### src/rtl/kdlp_pkg.sv
// shared types, constants and helpers of the key debounce block
`timescale 1ns / 1ps

package kdlp_pkg;

   localparam int TIME_WIDTH = 16;
   localparam int FILT_W     = 8;
   localparam int CSR_W      = 16;
   localparam int CSR_IDX_W  = 3;
   localparam int CH_NUM     = 3;
   localparam int CH_W       = 2;
   localparam int CODE_W     = 4;
   localparam int EVQ_DEPTH  = 6;
   localparam int EVQ_W      = 3;

   localparam logic [CH_W-1:0] LAST_CH = CH_W'(CH_NUM - 1);

   // register indexes
   localparam logic [CSR_IDX_W-1:0] REG_FILTER = 3'd0;
   localparam logic [CSR_IDX_W-1:0] REG_LONG   = 3'd1;
   localparam logic [CSR_IDX_W-1:0] REG_REPEAT = 3'd2;
   localparam logic [CSR_IDX_W-1:0] REG_REP_EN = 3'd3;
   localparam logic [CSR_IDX_W-1:0] REG_MASK   = 3'd4;

   // event kinds, added to 3*channel
   localparam logic [1:0] EV_PRESS   = 2'd1;
   localparam logic [1:0] EV_LONG    = 2'd2;
   localparam logic [1:0] EV_RELEASE = 2'd3;

   typedef struct packed {
      logic [FILT_W-1:0]     filter_ticks;
      logic [TIME_WIDTH-1:0] long_ticks;
      logic [TIME_WIDTH-1:0] repeat_ticks;
      logic                  repeat_enable;
      logic [1:0]            active_high_mask;
   } cfg_type;

   typedef struct packed {
      logic [FILT_W-1:0]     filter_count;
      logic                  pressed_flag;
      logic [TIME_WIDTH-1:0] hold_count;
      logic [TIME_WIDTH-1:0] repeat_count;
   } chan_state_type;

   // up to two events from one channel update, packed from slot 0
   typedef struct packed {
      logic              v0;
      logic [CODE_W-1:0] c0;
      logic              v1;
      logic [CODE_W-1:0] c1;
   } evt_push_type;

   localparam int STATE_W = $bits(chan_state_type);

   function automatic logic [CODE_W-1:0] ev_code(logic [CH_W-1:0] ch, logic [1:0] kind);
      return CODE_W'(3 * ch) + {2'b00, kind};
   endfunction

endpackage

### src/rtl/kdlp_ram.sv
// generic single-write, single-read ram with registered read data
`timescale 1ns / 1ps

module kdlp_ram #(
   parameter int WIDTH  = 8,
   parameter int DEPTH  = 4,
   parameter int ADDR_W = $clog2(DEPTH)
) (
   input  logic              clock,
   input  logic              wr_en,
   input  logic [ADDR_W-1:0] wr_addr,
   input  logic [WIDTH-1:0]  wr_data,
   input  logic              rd_en,
   input  logic [ADDR_W-1:0] rd_addr,
   output logic [WIDTH-1:0]  rd_data
);

   logic [WIDTH-1:0] mem_ff [DEPTH];
   logic [WIDTH-1:0] rd_data_ff;

   always_ff @(posedge clock) begin
      if (wr_en) begin
         mem_ff[wr_addr] <= wr_data;
      end
      if (rd_en) begin
         rd_data_ff <= mem_ff[rd_addr];
      end
   end

   assign rd_data = rd_data_ff;

endmodule

### src/rtl/kdlp_chan.sv
// per-channel debounce, hold and repeat update of one state entry
`timescale 1ns / 1ps

module kdlp_chan (
   input  kdlp_pkg::cfg_type         cfg,
   input  logic [kdlp_pkg::CH_W-1:0] ch,
   input  logic                      act,
   input  kdlp_pkg::chan_state_type  cur,
   output kdlp_pkg::chan_state_type  nxt,
   output kdlp_pkg::evt_push_type    push
);

   logic                                 ev_press;
   logic                                 ev_other;
   logic [1:0]                           other_kind;
   logic [kdlp_pkg::TIME_WIDTH-1:0]      hold_inc;
   logic [kdlp_pkg::TIME_WIDTH-1:0]      rep_inc;

   assign hold_inc = cur.hold_count + kdlp_pkg::TIME_WIDTH'(1);
   assign rep_inc  = cur.repeat_count + kdlp_pkg::TIME_WIDTH'(1);

   always_comb begin
      nxt        = cur;
      ev_press   = 1'b0;
      ev_other   = 1'b0;
      other_kind = kdlp_pkg::EV_LONG;
      if (act) begin
         if (cur.filter_count < cfg.filter_ticks) begin
            nxt.filter_count = cur.filter_count + kdlp_pkg::FILT_W'(1);
         end else begin
            if (!cur.pressed_flag) begin
               nxt.pressed_flag = 1'b1;
               ev_press         = 1'b1;
            end
            if (cur.hold_count < cfg.long_ticks) begin
               nxt.hold_count = hold_inc;
               ev_other       = (hold_inc == cfg.long_ticks);
            end else if (cfg.repeat_enable) begin
               if (rep_inc >= cfg.repeat_ticks) begin
                  nxt.repeat_count = '0;
                  ev_other         = 1'b1;
               end else begin
                  nxt.repeat_count = rep_inc;
               end
            end
         end
      end else begin
         // release shows only once the filter count has been cleared
         if (cur.filter_count == '0 && cur.pressed_flag) begin
            nxt.pressed_flag = 1'b0;
            ev_other         = 1'b1;
            other_kind       = kdlp_pkg::EV_RELEASE;
         end
         nxt.filter_count = '0;
         nxt.hold_count   = '0;
         nxt.repeat_count = '0;
      end
   end

   // press goes first when both happen
   always_comb begin
      push = '0;
      if (ev_press) begin
         push.v0 = 1'b1;
         push.c0 = kdlp_pkg::ev_code(ch, kdlp_pkg::EV_PRESS);
         push.v1 = ev_other;
         push.c1 = kdlp_pkg::ev_code(ch, other_kind);
      end else begin
         push.v0 = ev_other;
         push.c0 = kdlp_pkg::ev_code(ch, other_kind);
      end
   end

endmodule

### src/rtl/kdlp_evq.sv
// event queue that gathers the words of one tick before they drain
`timescale 1ns / 1ps

module kdlp_evq (
   input  logic                        clock,
   input  logic                        reset,
   input  logic                        clear,
   input  kdlp_pkg::evt_push_type      push,
   input  logic                        pop,
   output logic                        avail,
   output logic [kdlp_pkg::CODE_W-1:0] head_code,
   output logic                        head_last
);

   logic [kdlp_pkg::CODE_W-1:0] buf_ff [kdlp_pkg::EVQ_DEPTH];
   logic [kdlp_pkg::EVQ_W-1:0]  wr_ff;
   logic [kdlp_pkg::EVQ_W-1:0]  wr_in;
   logic [kdlp_pkg::EVQ_W-1:0]  rd_ff;
   logic [kdlp_pkg::EVQ_W-1:0]  rd_in;
   logic [kdlp_pkg::EVQ_W-1:0]  wr_next;

   assign wr_next = wr_ff + kdlp_pkg::EVQ_W'(1);

   always_comb begin
      wr_in = wr_ff;
      rd_in = rd_ff;
      if (clear) begin
         wr_in = '0;
         rd_in = '0;
      end else begin
         wr_in = wr_ff + kdlp_pkg::EVQ_W'(push.v0) + kdlp_pkg::EVQ_W'(push.v1);
         if (pop) begin
            rd_in = rd_ff + kdlp_pkg::EVQ_W'(1);
         end
      end
   end

   always_ff @(posedge clock) begin
      if (reset) begin
         wr_ff <= '0;
         rd_ff <= '0;
      end else begin
         wr_ff <= wr_in;
         rd_ff <= rd_in;
      end
   end

   always_ff @(posedge clock) begin
      if (!clear && push.v0) begin
         buf_ff[wr_ff] <= push.c0;
      end
      if (!clear && push.v1) begin
         buf_ff[wr_next] <= push.c1;
      end
   end

   assign avail     = (rd_ff != wr_ff);
   assign head_code = buf_ff[rd_ff];
   assign head_last = (rd_ff + kdlp_pkg::EVQ_W'(1)) == wr_ff;

endmodule

### src/rtl/key_debounce_long_press_events_core.sv
// Key debounce core: two key pins in, press / long / repeat / release events out.
//
// Input channel (req_): one word per scan tick with the raw pin levels of key 0
// and key 1. Result channel (rsp_): zero to six event words per tick, in channel
// order (key 0, key 1, combo), rsp_last_event set on the final word of a tick.
// Config (csr_): write enable, 3-bit register index, 16-bit data, taken on the
// clock edge; write only while the block is idle.
// Timing: the per-channel state sits in a 3-entry ram with registered read. The
// accept cycle reads channel 0, then each scan cycle updates and writes back one
// channel while reading the next, then the queued events drain at one word per
// cycle while the output is not stalled; req_stall is high from the accept until
// the queue has drained.
// The last word may still sit in the output register while the next tick is
// taken. A stalled output word holds and the drain waits on it.
// Reset (synchronous, active high) loads the register defaults and marks all
// three ram entries invalid, so they read as zero until first written.
`timescale 1ns / 1ps

module key_debounce_long_press_events_core (
   input  logic                           clock,
   input  logic                           reset,
   input  logic                           req_valid,
   output logic                           req_stall,
   input  logic                           req_pin_level_a,
   input  logic                           req_pin_level_b,
   output logic                           rsp_valid,
   input  logic                           rsp_stall,
   output logic [kdlp_pkg::CODE_W-1:0]    rsp_event_code,
   output logic                           rsp_last_event,
   input  logic                           csr_wr_en,
   input  logic [kdlp_pkg::CSR_IDX_W-1:0] csr_index,
   input  logic [kdlp_pkg::CSR_W-1:0]     csr_wr_data
);

   localparam logic [1:0] ST_IDLE  = 2'd0;
   localparam logic [1:0] ST_SCAN  = 2'd1;
   localparam logic [1:0] ST_DRAIN = 2'd2;

   kdlp_pkg::cfg_type              cfg_ff;
   logic [1:0]                     state_ff;
   logic [1:0]                     state_in;
   logic [kdlp_pkg::CH_W-1:0]      ch_ff;
   logic [kdlp_pkg::CH_W-1:0]      ch_in;
   logic [kdlp_pkg::CH_NUM-1:0]    act_ff;
   logic [kdlp_pkg::CH_NUM-1:0]    valid_ff;
   logic                           rd_valid_ff;
   logic                           rsp_valid_ff;
   logic [kdlp_pkg::CODE_W-1:0]    rsp_code_ff;
   logic                           rsp_last_ff;

   logic                           req_accept;
   logic                           rd_en;
   logic [kdlp_pkg::CH_W-1:0]      rd_addr;
   logic [kdlp_pkg::STATE_W-1:0]   rd_data;
   logic                           wr_en;
   kdlp_pkg::chan_state_type       cur_state;
   kdlp_pkg::chan_state_type       nxt_state;
   kdlp_pkg::evt_push_type         chan_push;
   kdlp_pkg::evt_push_type         q_push;
   logic                           q_avail;
   logic [kdlp_pkg::CODE_W-1:0]    q_code;
   logic                           q_last;
   logic                           q_pop;
   logic                           act_a;
   logic                           act_b;

   assign req_stall  = (state_ff != ST_IDLE);
   assign req_accept = req_valid && !req_stall;

   // configuration registers
   always_ff @(posedge clock) begin
      if (reset) begin
         cfg_ff.filter_ticks     <= kdlp_pkg::FILT_W'(5);
         cfg_ff.long_ticks       <= kdlp_pkg::TIME_WIDTH'(100);
         cfg_ff.repeat_ticks     <= kdlp_pkg::TIME_WIDTH'(10);
         cfg_ff.repeat_enable    <= 1'b1;
         cfg_ff.active_high_mask <= 2'd2;
      end else if (csr_wr_en) begin
         unique case (csr_index)
            kdlp_pkg::REG_FILTER: cfg_ff.filter_ticks <= csr_wr_data[kdlp_pkg::FILT_W-1:0];
            kdlp_pkg::REG_LONG:   cfg_ff.long_ticks   <= kdlp_pkg::TIME_WIDTH'(csr_wr_data);
            kdlp_pkg::REG_REPEAT: cfg_ff.repeat_ticks <= kdlp_pkg::TIME_WIDTH'(csr_wr_data);
            kdlp_pkg::REG_REP_EN: cfg_ff.repeat_enable <= csr_wr_data[0];
            kdlp_pkg::REG_MASK:   cfg_ff.active_high_mask <= csr_wr_data[1:0];
            default: ;
         endcase
      end
   end

   assign act_a = (req_pin_level_a == cfg_ff.active_high_mask[0]);
   assign act_b = (req_pin_level_b == cfg_ff.active_high_mask[1]);

   always_ff @(posedge clock) begin
      if (req_accept) begin
         act_ff <= {act_a && act_b, act_b, act_a};
      end
   end

   // sequencer
   always_comb begin
      state_in = state_ff;
      ch_in    = ch_ff;
      unique case (state_ff)
         ST_IDLE: begin
            if (req_accept) begin
               state_in = ST_SCAN;
               ch_in    = '0;
            end
         end
         ST_SCAN: begin
            if (ch_ff == kdlp_pkg::LAST_CH) begin
               state_in = ST_DRAIN;
            end else begin
               ch_in = ch_ff + kdlp_pkg::CH_W'(1);
            end
         end
         ST_DRAIN: begin
            if (!q_avail) begin
               state_in = ST_IDLE;
            end
         end
         default: state_in = ST_IDLE;
      endcase
   end

   always_ff @(posedge clock) begin
      if (reset) begin
         state_ff <= ST_IDLE;
         ch_ff    <= '0;
      end else begin
         state_ff <= state_in;
         ch_ff    <= ch_in;
      end
   end

   // read the next channel while the current one is written back
   assign rd_en   = req_accept || (state_ff == ST_SCAN && ch_ff != kdlp_pkg::LAST_CH);
   assign rd_addr = req_accept ? '0 : ch_ff + kdlp_pkg::CH_W'(1);
   assign wr_en   = (state_ff == ST_SCAN);

   always_ff @(posedge clock) begin
      if (reset) begin
         valid_ff    <= '0;
         rd_valid_ff <= 1'b0;
      end else begin
         if (rd_en) begin
            rd_valid_ff <= valid_ff[rd_addr];
         end
         if (wr_en) begin
            valid_ff[ch_ff] <= 1'b1;
         end
      end
   end

   kdlp_ram #(
      .WIDTH (kdlp_pkg::STATE_W),
      .DEPTH (kdlp_pkg::CH_NUM),
      .ADDR_W(kdlp_pkg::CH_W)
   ) u_ram (
      .clock  (clock),
      .wr_en  (wr_en),
      .wr_addr(ch_ff),
      .wr_data(nxt_state),
      .rd_en  (rd_en),
      .rd_addr(rd_addr),
      .rd_data(rd_data)
   );

   // entries never written read as zero
   assign cur_state = rd_valid_ff ? kdlp_pkg::chan_state_type'(rd_data) : '0;

   kdlp_chan u_chan (
      .cfg (cfg_ff),
      .ch  (ch_ff),
      .act (act_ff[ch_ff]),
      .cur (cur_state),
      .nxt (nxt_state),
      .push(chan_push)
   );

   assign q_push = wr_en ? chan_push : '0;
   assign q_pop  = (state_ff == ST_DRAIN) && q_avail && (!rsp_valid_ff || !rsp_stall);

   kdlp_evq u_evq (
      .clock    (clock),
      .reset    (reset),
      .clear    (req_accept),
      .push     (q_push),
      .pop      (q_pop),
      .avail    (q_avail),
      .head_code(q_code),
      .head_last(q_last)
   );

   // output word register
   always_ff @(posedge clock) begin
      if (reset) begin
         rsp_valid_ff <= 1'b0;
      end else if (q_pop) begin
         rsp_valid_ff <= 1'b1;
      end else if (!rsp_stall) begin
         rsp_valid_ff <= 1'b0;
      end
   end

   always_ff @(posedge clock) begin
      if (q_pop) begin
         rsp_code_ff <= q_code;
         rsp_last_ff <= q_last;
      end
   end

   assign rsp_valid      = rsp_valid_ff;
   assign rsp_event_code = rsp_code_ff;
   assign rsp_last_event = rsp_last_ff;

endmodule

### config.mk
export PLATFORM = sky130hd
export DESIGN_NAME = key_debounce_long_press_events_core
export DESIGN_NICKNAME = d
export VERILOG_FILES = /design/src/rtl/kdlp_pkg.sv /design/src/rtl/kdlp_ram.sv /design/src/rtl/kdlp_chan.sv /design/src/rtl/kdlp_evq.sv /design/src/rtl/key_debounce_long_press_events_core.sv
export SDC_FILE = /design/constraint.sdc
export NUM_CORES = 1
export LEC_CHECK = 0
export ABC_AREA = 1
export BUFFER_PORTS_ARGS = -buffer_cell sky130_fd_sc_hd__buf_2
export CAP_MARGIN = 20
export CORE_MARGIN = 2
export CORE_UTILIZATION = 63
export DETAILED_ROUTE_END_ITERATION = 10
export PLACE_DENSITY = 0.85
export SYNTH_ARGS = -nofsm -noshare
export SYNTH_HDL_FRONTEND = slang
export SYNTH_SLANG_ARGS = --single-unit
### constraint.sdc
create_clock -name clock -period 5.45 [get_ports clock]
set_clock_uncertainty 0.15 [all_clocks]
set_input_delay 0.8175 -clock clock [delete_from_list [all_inputs] [get_ports clock]]
set_output_delay 0.8175 -clock clock [all_outputs]
set_load 0.01 [all_outputs]
==> Word-level counts from Yosys, hierarchy flattened <==
Memories as Yosys holds them, arrays and structs flattened. A register that Yosys moved wholly into a read port is not among the register bits.
Cells that the tools add are included.
{ "totals": {"register_bits": 62, "latchBits": 0, "ram_bits": 147, "romBits": 0, "inputBits": 26, "output_inout_bits": 7, "word_cells": 125, "memories": 2} }
{ "op_classes": {"add_sub_neg": 10, "n_mul": 1, "div": 0, "magnitude_cmp": 6, "n_eq_ne": 18, "shift": 0, "n_mux": 45, "n_bitwise": 1, "n_reduce_logical": 28} }
{ "mem_list": {"columns": ["memory", "depth", "width", "rd", "rd_ports_with_merged_regs", "write_ports", "line", "source"], "rows": [
  ["u_ram.mem_ff", 3, 41, 1, 1, 1, "kdlp_ram.sv:18", "logic [WIDTH-1:0] mem_ff [DEPTH];"],
  ["u_evq.buf_ff", 6, 4, 1, 1, 2, "kdlp_evq.sv:15", "logic [kdlp_pkg::CODE_W-1:0] buf_ff [kdlp_pkg::EVQ_DEPTH];"]
]} }
{ "op_table": {"columns": ["op", "n"], "rows": [
  ["$mux 41", 2],
  ["$mux 16", 4],
  ["$mux 33", 1],
  ["$add 16x1->16 const B", 2],
  ["$mux 1", 22],
  ["$eq 16x16->1", 1],
  ["$ge 16x16->1", 1],
  ["$lt 16x16->1", 1],
  ["$mux 2", 7],
  ["$mux 10", 1],
  ["$mux 5", 2],
  ["$reduce_and 2->1", 5],
  ["$logic_and 1x1->1", 9],
  ["$add 8x1->8 const B", 1],
  ["$logic_not 8->1", 1],
  ["$lt 8x8->1", 1],
  ["$mux 8", 1],
  ["$ne 2x2->1 const B", 4],
  ["$add 3x1->3", 2],
  ["$add 3x1->3 const B", 2],
  ["$eq 3x2->1 const B", 2],
  ["$lt 2x3->1 const B", 2],
  ["$pmux 2 s3", 1],
  ["$reduce_and 3->1", 2],
  ["23 further kinds", 32]
]} }

==> Logic depth before layout (Yosys ltp) <==
{ "depth": {"depth_word": 13, "ltp_mapped": 29, "mapped_depth_nobuf": 24} }

==> Modules after synthesis <==
Synthesis repeated with hierarchy kept, for this count alone.
{ "unflattened": {"cells_unflattened": 1623, "area_unflattened_um2": 13695.6} }
{ "modules_own_cells": {"columns": ["module", "n_inst", "cells_per_inst", "area_each_um2", "seq_area_each_um2"], "rows": [
  ["kdlp_ram", 1, 476, 6228.5, 4924.7],
  ["kdlp_chan", 1, 536, 2935.3, 0.0],
  ["key_debounce_long_press_events_core", 1, 376, 2655.0, 1281.2],
  ["kdlp_evq", 1, 235, 1876.8, 900.9]
]} }

==> Worst setup path after synthesis <==
OpenSTA, ideal clock, no wires.
{ "synth_timing": {"path_kind": "flip-flop to flip-flop", "from": "register rd_valid_ff", "to": "register u_evq.wr_ff[2] in the netlist's numbering", "setup_time_ps": 116, "arrival_time_ps": 4313, "required_ps": 5184, "slack_ps": 871, "path_stages_with_launch": 29, "n_path_buf": 5, "period_less_slack_ps": 4579, "cell_sequence": "dfxtp_1 > buf_6 > buf_6 > buf_4 > buf_2 > buf_1 > nand2_1 > inv_1 > ha_1 > nand3_1 > nor3_2 > nand3_1 > nor3_4 > nand4_1 > xor2_1 > inv_2 > ha_1 > nand4_1 > nor2_1 > nor3b_1 > nand3_1 > nand2_1 > a21oi_1 > nand2_2 > a21oi_1 > fa_1 > ha_1 > xnor2_1 > nor2_1"} }
{ "synth_via": {"elab_chain_len": 12, "word_cells_on_any_way": 23, "classes_between": "add/sub: 4; order compare: 3; eq/ne: 1; mux: 13; reduce/logical: 2"} }
{ "synth_lines": {"columns": ["element", "line", "source"], "rows": [
  ["start: declaration", "key_debounce_long_press_events_core.sv:46", "logic rd_valid_ff;"],
  ["start signal: assignment", "key_debounce_long_press_events_core.sv:147", "rd_valid_ff <= valid_ff[rd_addr];"],
  ["$mux 41 *", "key_debounce_long_press_events_core.sv:170", "assign cur_state = rd_valid_ff ? kdlp_pkg::chan_state_type'(rd_data) : '0;"],
  ["$add 16x1->16", "kdlp_chan.sv:20", "assign rep_inc = cur.repeat_count + kdlp_pkg::TIME_WIDTH'(1);"],
  ["$ge 16x16->1", "kdlp_chan.sv:39", "if (rep_inc >= cfg.repeat_ticks) begin"],
  ["$mux 1", "kdlp_chan.sv:39", null],
  ["$mux 1", "kdlp_chan.sv:38", "end else if (cfg.repeat_enable) begin"],
  ["$mux 1", "kdlp_chan.sv:35", "if (cur.hold_count < cfg.long_ticks) begin"],
  ["$mux 1", "kdlp_chan.sv:28", "if (cur.filter_count < cfg.filter_ticks) begin"],
  ["$mux 1", "kdlp_chan.sv:27", "if (act) begin"],
  ["$mux 5", "kdlp_chan.sv:63", "if (ev_press) begin"],
  ["$mux 10 *", "key_debounce_long_press_events_core.sv:181", "assign q_push = wr_en ? chan_push : '0;"],
  ["$add 3x1->3", "kdlp_evq.sv:31", "wr_in = wr_ff + kdlp_pkg::EVQ_W'(push.v0) + kdlp_pkg::EVQ_W'(push.v1);"],
  ["$add 3x1->3 *", "kdlp_evq.sv:31", null],
  ["end signal: assignment", "kdlp_evq.sv:43", "wr_ff <= wr_in;"],
  ["end: declaration", "kdlp_evq.sv:16", "logic [kdlp_pkg::EVQ_W-1:0] wr_ff;"]
]} }
Mark *: on every way between the ends. The rest lies on a longest branch, timed or not.
A chain may end at the register's enable or synchronous reset.

==> results.json <==
{
  "placed_cell_area_sq_um": 13200,
  "ff2ff_path_depth": 14,
  "syn_area_per_cell_sq_um": 9.30,
  "status": "complete, no violations",
  "io_buffers": 32,
  "pre_cts_ws_ps": 1150,
  "grt_overflow": 0,
  "final_cell_mix": "nand2_1, edfxtp_1, inv_1",
  "drcViolationCount": 0,
  "nNetsFinal": 1482,
  "cp-start-kind": "register",
  "synth_edf_count": 196,
  "hold_violations": 0,
  "clock_sinks": 254,
  "wirelength_um": 30100,
  "critical_path_class": "reg2reg",
  "end_kind": "register",
  "insertion_delay_ps": 540,
  "maxSlewViolCount": 0,
  "drt_pass1_iterations": 5,
  "yosysSeqAreaShare_pct": 54.6,
  "syn-num-nets": 1468,
  "min_period_ps": 4470,
  "peakVddDrop_v": 0.000433,
  "fmax_mhz": 224,
  "synth_seq_cells": 254,
  "grt_usage_pct": 28.0,
  "cts_tree": "done",
  "p_seq_share_pct": 46.9,
  "swShare_pct": 28.9,
  "antenna_found_initial": 0,
  "ys_warn_count": 0,
  "synth_cell_types": 50,
  "cts_buffers": 26,
  "stdcell_count": 1691,
  "cts_buffer_depth": 3,
  "area_delta_synth_final_pct": 9.36,
  "rows": 52,
  "cp.required_ps": 5570,
  "cts_resized": 0,
  "cts_root_buf": "clkbuf_16",
  "io_pins": 33,
  "postRouteAntennaNets": 0,
  "grt_max_degree": 48,
  "period_share_pct": 82.1,
  "layout_commonest_cell": "nand2_1",
  "cts.hold.buffers_added": 0,
  "max_cap_violations": 0,
  "clk_pin_slew_ps": 70,
  "vias_per_cell": 5.94,
  "initial_core_util_pct": 63.9,
  "synth_cells": 1387,
  "wl_per_cell_um": 17.8,
  "postCtsSetupRepairBufs": 0,
  "worstMarginPinSlew_ps": 1120,
  "die_y_um": 147,
  "finalSetupViolations": 0,
  "grt_pass1_vias": 9789,
  "die_x_um": 147,
  "syn-cell-area_sq_um": 12900,
  "hp-class": "reg2reg",
  "grt_first_pass_wirelength_um": 48500,
  "drtIter0Drc": 969,
  "p_switching_uw": 1460,
  "p_int_uw": 3580,
  "worst_ep_arrival_time_ps": 4590,
  "power_density_nw_per_um2": 358,
  "slew_headroom_pct": 25.1,
  "rsz0062_at_grt": "no",
  "setup_slack_ps": 978,
  "htree_levels": 1,
  "pwr-share-clk_pct": 35.7,
  "dp_cells": 1642,
  "power_uw": 5040,
  "post-route-cell-area_sq_um": 14100,
  "async_flop_share_pct": 0,
  "die-area_sq_um": 21600,
  "crit_fanout": 30,
  "core_sq_um": 20200,
  "ys.flop_type": "edfxtp_1",
  "whs_path_depth": 1,
  "vias": 10000,
  "leakage_uw": 0.00577,
  "power_frac_comb_pct": 17.4,
  "place_hpwl_um": 19800,
  "gp_congestion": 0.937,
  "fin_tns_setup_ps": 0,
  "diodes": 0,
  "drive_above_1_share_pct": 9.08
}
-- stage by stage --
step	hold WS [ps]	utilization, %
floorplan	285	-
global placement	293	65.5
detailed placement	298	65.5
CTS	314	69.8
global route	324	69.9
finish	311	69.9
-- cell type report --
cell class / count / area (sq um)
clock buffer: 32 / 694
clock inverter: 16 / 170
fill: 1471 / 6070
inverter: 152 / 571
multi-input combinational: 924 / 5020
sequential: 254 / 7050
tap: 270 / 338
timing repair buffer: 43 / 263
-- path summary, 6_finish.rpt --
check,slack [ps],end,startpoint
worst max-delay path,980,u_ram.mem_ff[2][0]$_DFFE_PP_,rd_valid_ff$_SDFFE_PP0P_
worst min-delay path,310,valid_ff[0]$_SDFFE_PP0P_,valid_ff[0]$_SDFFE_PP0P_
worst max register to register,980,u_ram.mem_ff[2][0]$_DFFE_PP_,rd_valid_ff$_SDFFE_PP0P_
worst min register to register,310,valid_ff[0]$_SDFFE_PP0P_,valid_ff[0]$_SDFFE_PP0P_
-- synth_stat cells (4+ instances only) --
| cell type | number | share of area [%] |
|---|---|---|
| a31oi_1 | 48 | 2.3 |
| dfxtp_1 | 58 | 9.0 |
| inv_2 | 4 | 0.12 |
| a32o_1 | 4 | 0.31 |
| o21ai_0 | 76 | 2.9 |
| nor2_1 | 107 | 3.1 |
| inv_1 | 145 | 4.2 |
| nand4_1 | 37 | 1.8 |
| clkbuf_1 | 40 | 1.2 |
| xor2_1 | 14 | 0.95 |
| ha_1 | 53 | 5.1 |
| nor3_1 | 14 | 0.54 |
| a21oi_1 | 103 | 4.0 |
| nand2_2 | 6 | 0.29 |
| nand3_4 | 7 | 0.95 |
| edfxtp_1 | 196 | 46 |
| nand3_1 | 68 | 2.6 |
| o211ai_1 | 8 | 0.47 |
| xnor2_1 | 7 | 0.48 |
| a211oi_1 | 4 | 0.23 |
| nor2_2 | 7 | 0.34 |
| buf_2 | 5 | 0.19 |
| buf_4 | 5 | 0.29 |
| nand2_1 | 320 | 9.3 |
| o22ai_1 | 4 | 0.19 |
| o21a_1 | 5 | 0.29 |
-- critical path: stages (launching register included) --
cell and delay, ps:
dfxtp_2 430, buf_4 360, nand2_1 230, inv_1 170, ha_1 170, nand3_1 110, nor3_1 330, nand2_1 100
nand2_1 220, nand2_2 150, nor2_1 270, inv_1 270, nor2_1 660, nor2_1 100, a211oi_1 470
-- sequential cells by signal, indices dropped and copies added, names as in the netlist, 2 cells and up --
signal	count
act_ff	3
valid_ff	3
cfg_ff	43
state_ff	2
u_evq.wr_ff	3
rsp_event_code	4
u_evq.buf_ff	24
ch_ff	2
u_ram.mem_ff	123
u_ram.rd_data	41
u_evq.rd_ff	3
-- cell families (layout without fill, tap and decap cells) --
logic type,Yosys count,count (layout),share of synthesized area (%)
DFF,254,254,54.6
AOI/OAI and AO/OA,265,265,11.6
xor gates and xnor gates,22,22,1.61
adders and majority gates,55,55,5.45
buffers and inverters,209,243,6.58
and+or+nand+nor,582,582,20.1
-- power by group through the flow --
stage / combinational [uW] / clock (uW) / sequential [uW]
5_1_grt: 979 / 1880 / 2380
4_1_cts: 861 / 1810 / 2360
2_1_floorplan: 634 / 0 / 2380
6_report: 879 / 1800 / 2360
3_5_place_dp: 852 / 0 / 2400
3_3_place_gp: 819 / 0 / 2400
-- routing by layer --
layer | up-vias | GRT usage [%] | part of all wire, %
li1 | 4801 | - | -
met1 | 4702 | 37.3 | 40
met2 | 441 | 46.8 | 48
met3 | 94 | 3.42 | 7.6
met4 | 0 | 12.2 | 4.0
met5 | - | 0 | 0
Note: power is estimated with default switching activity, not from simulation.
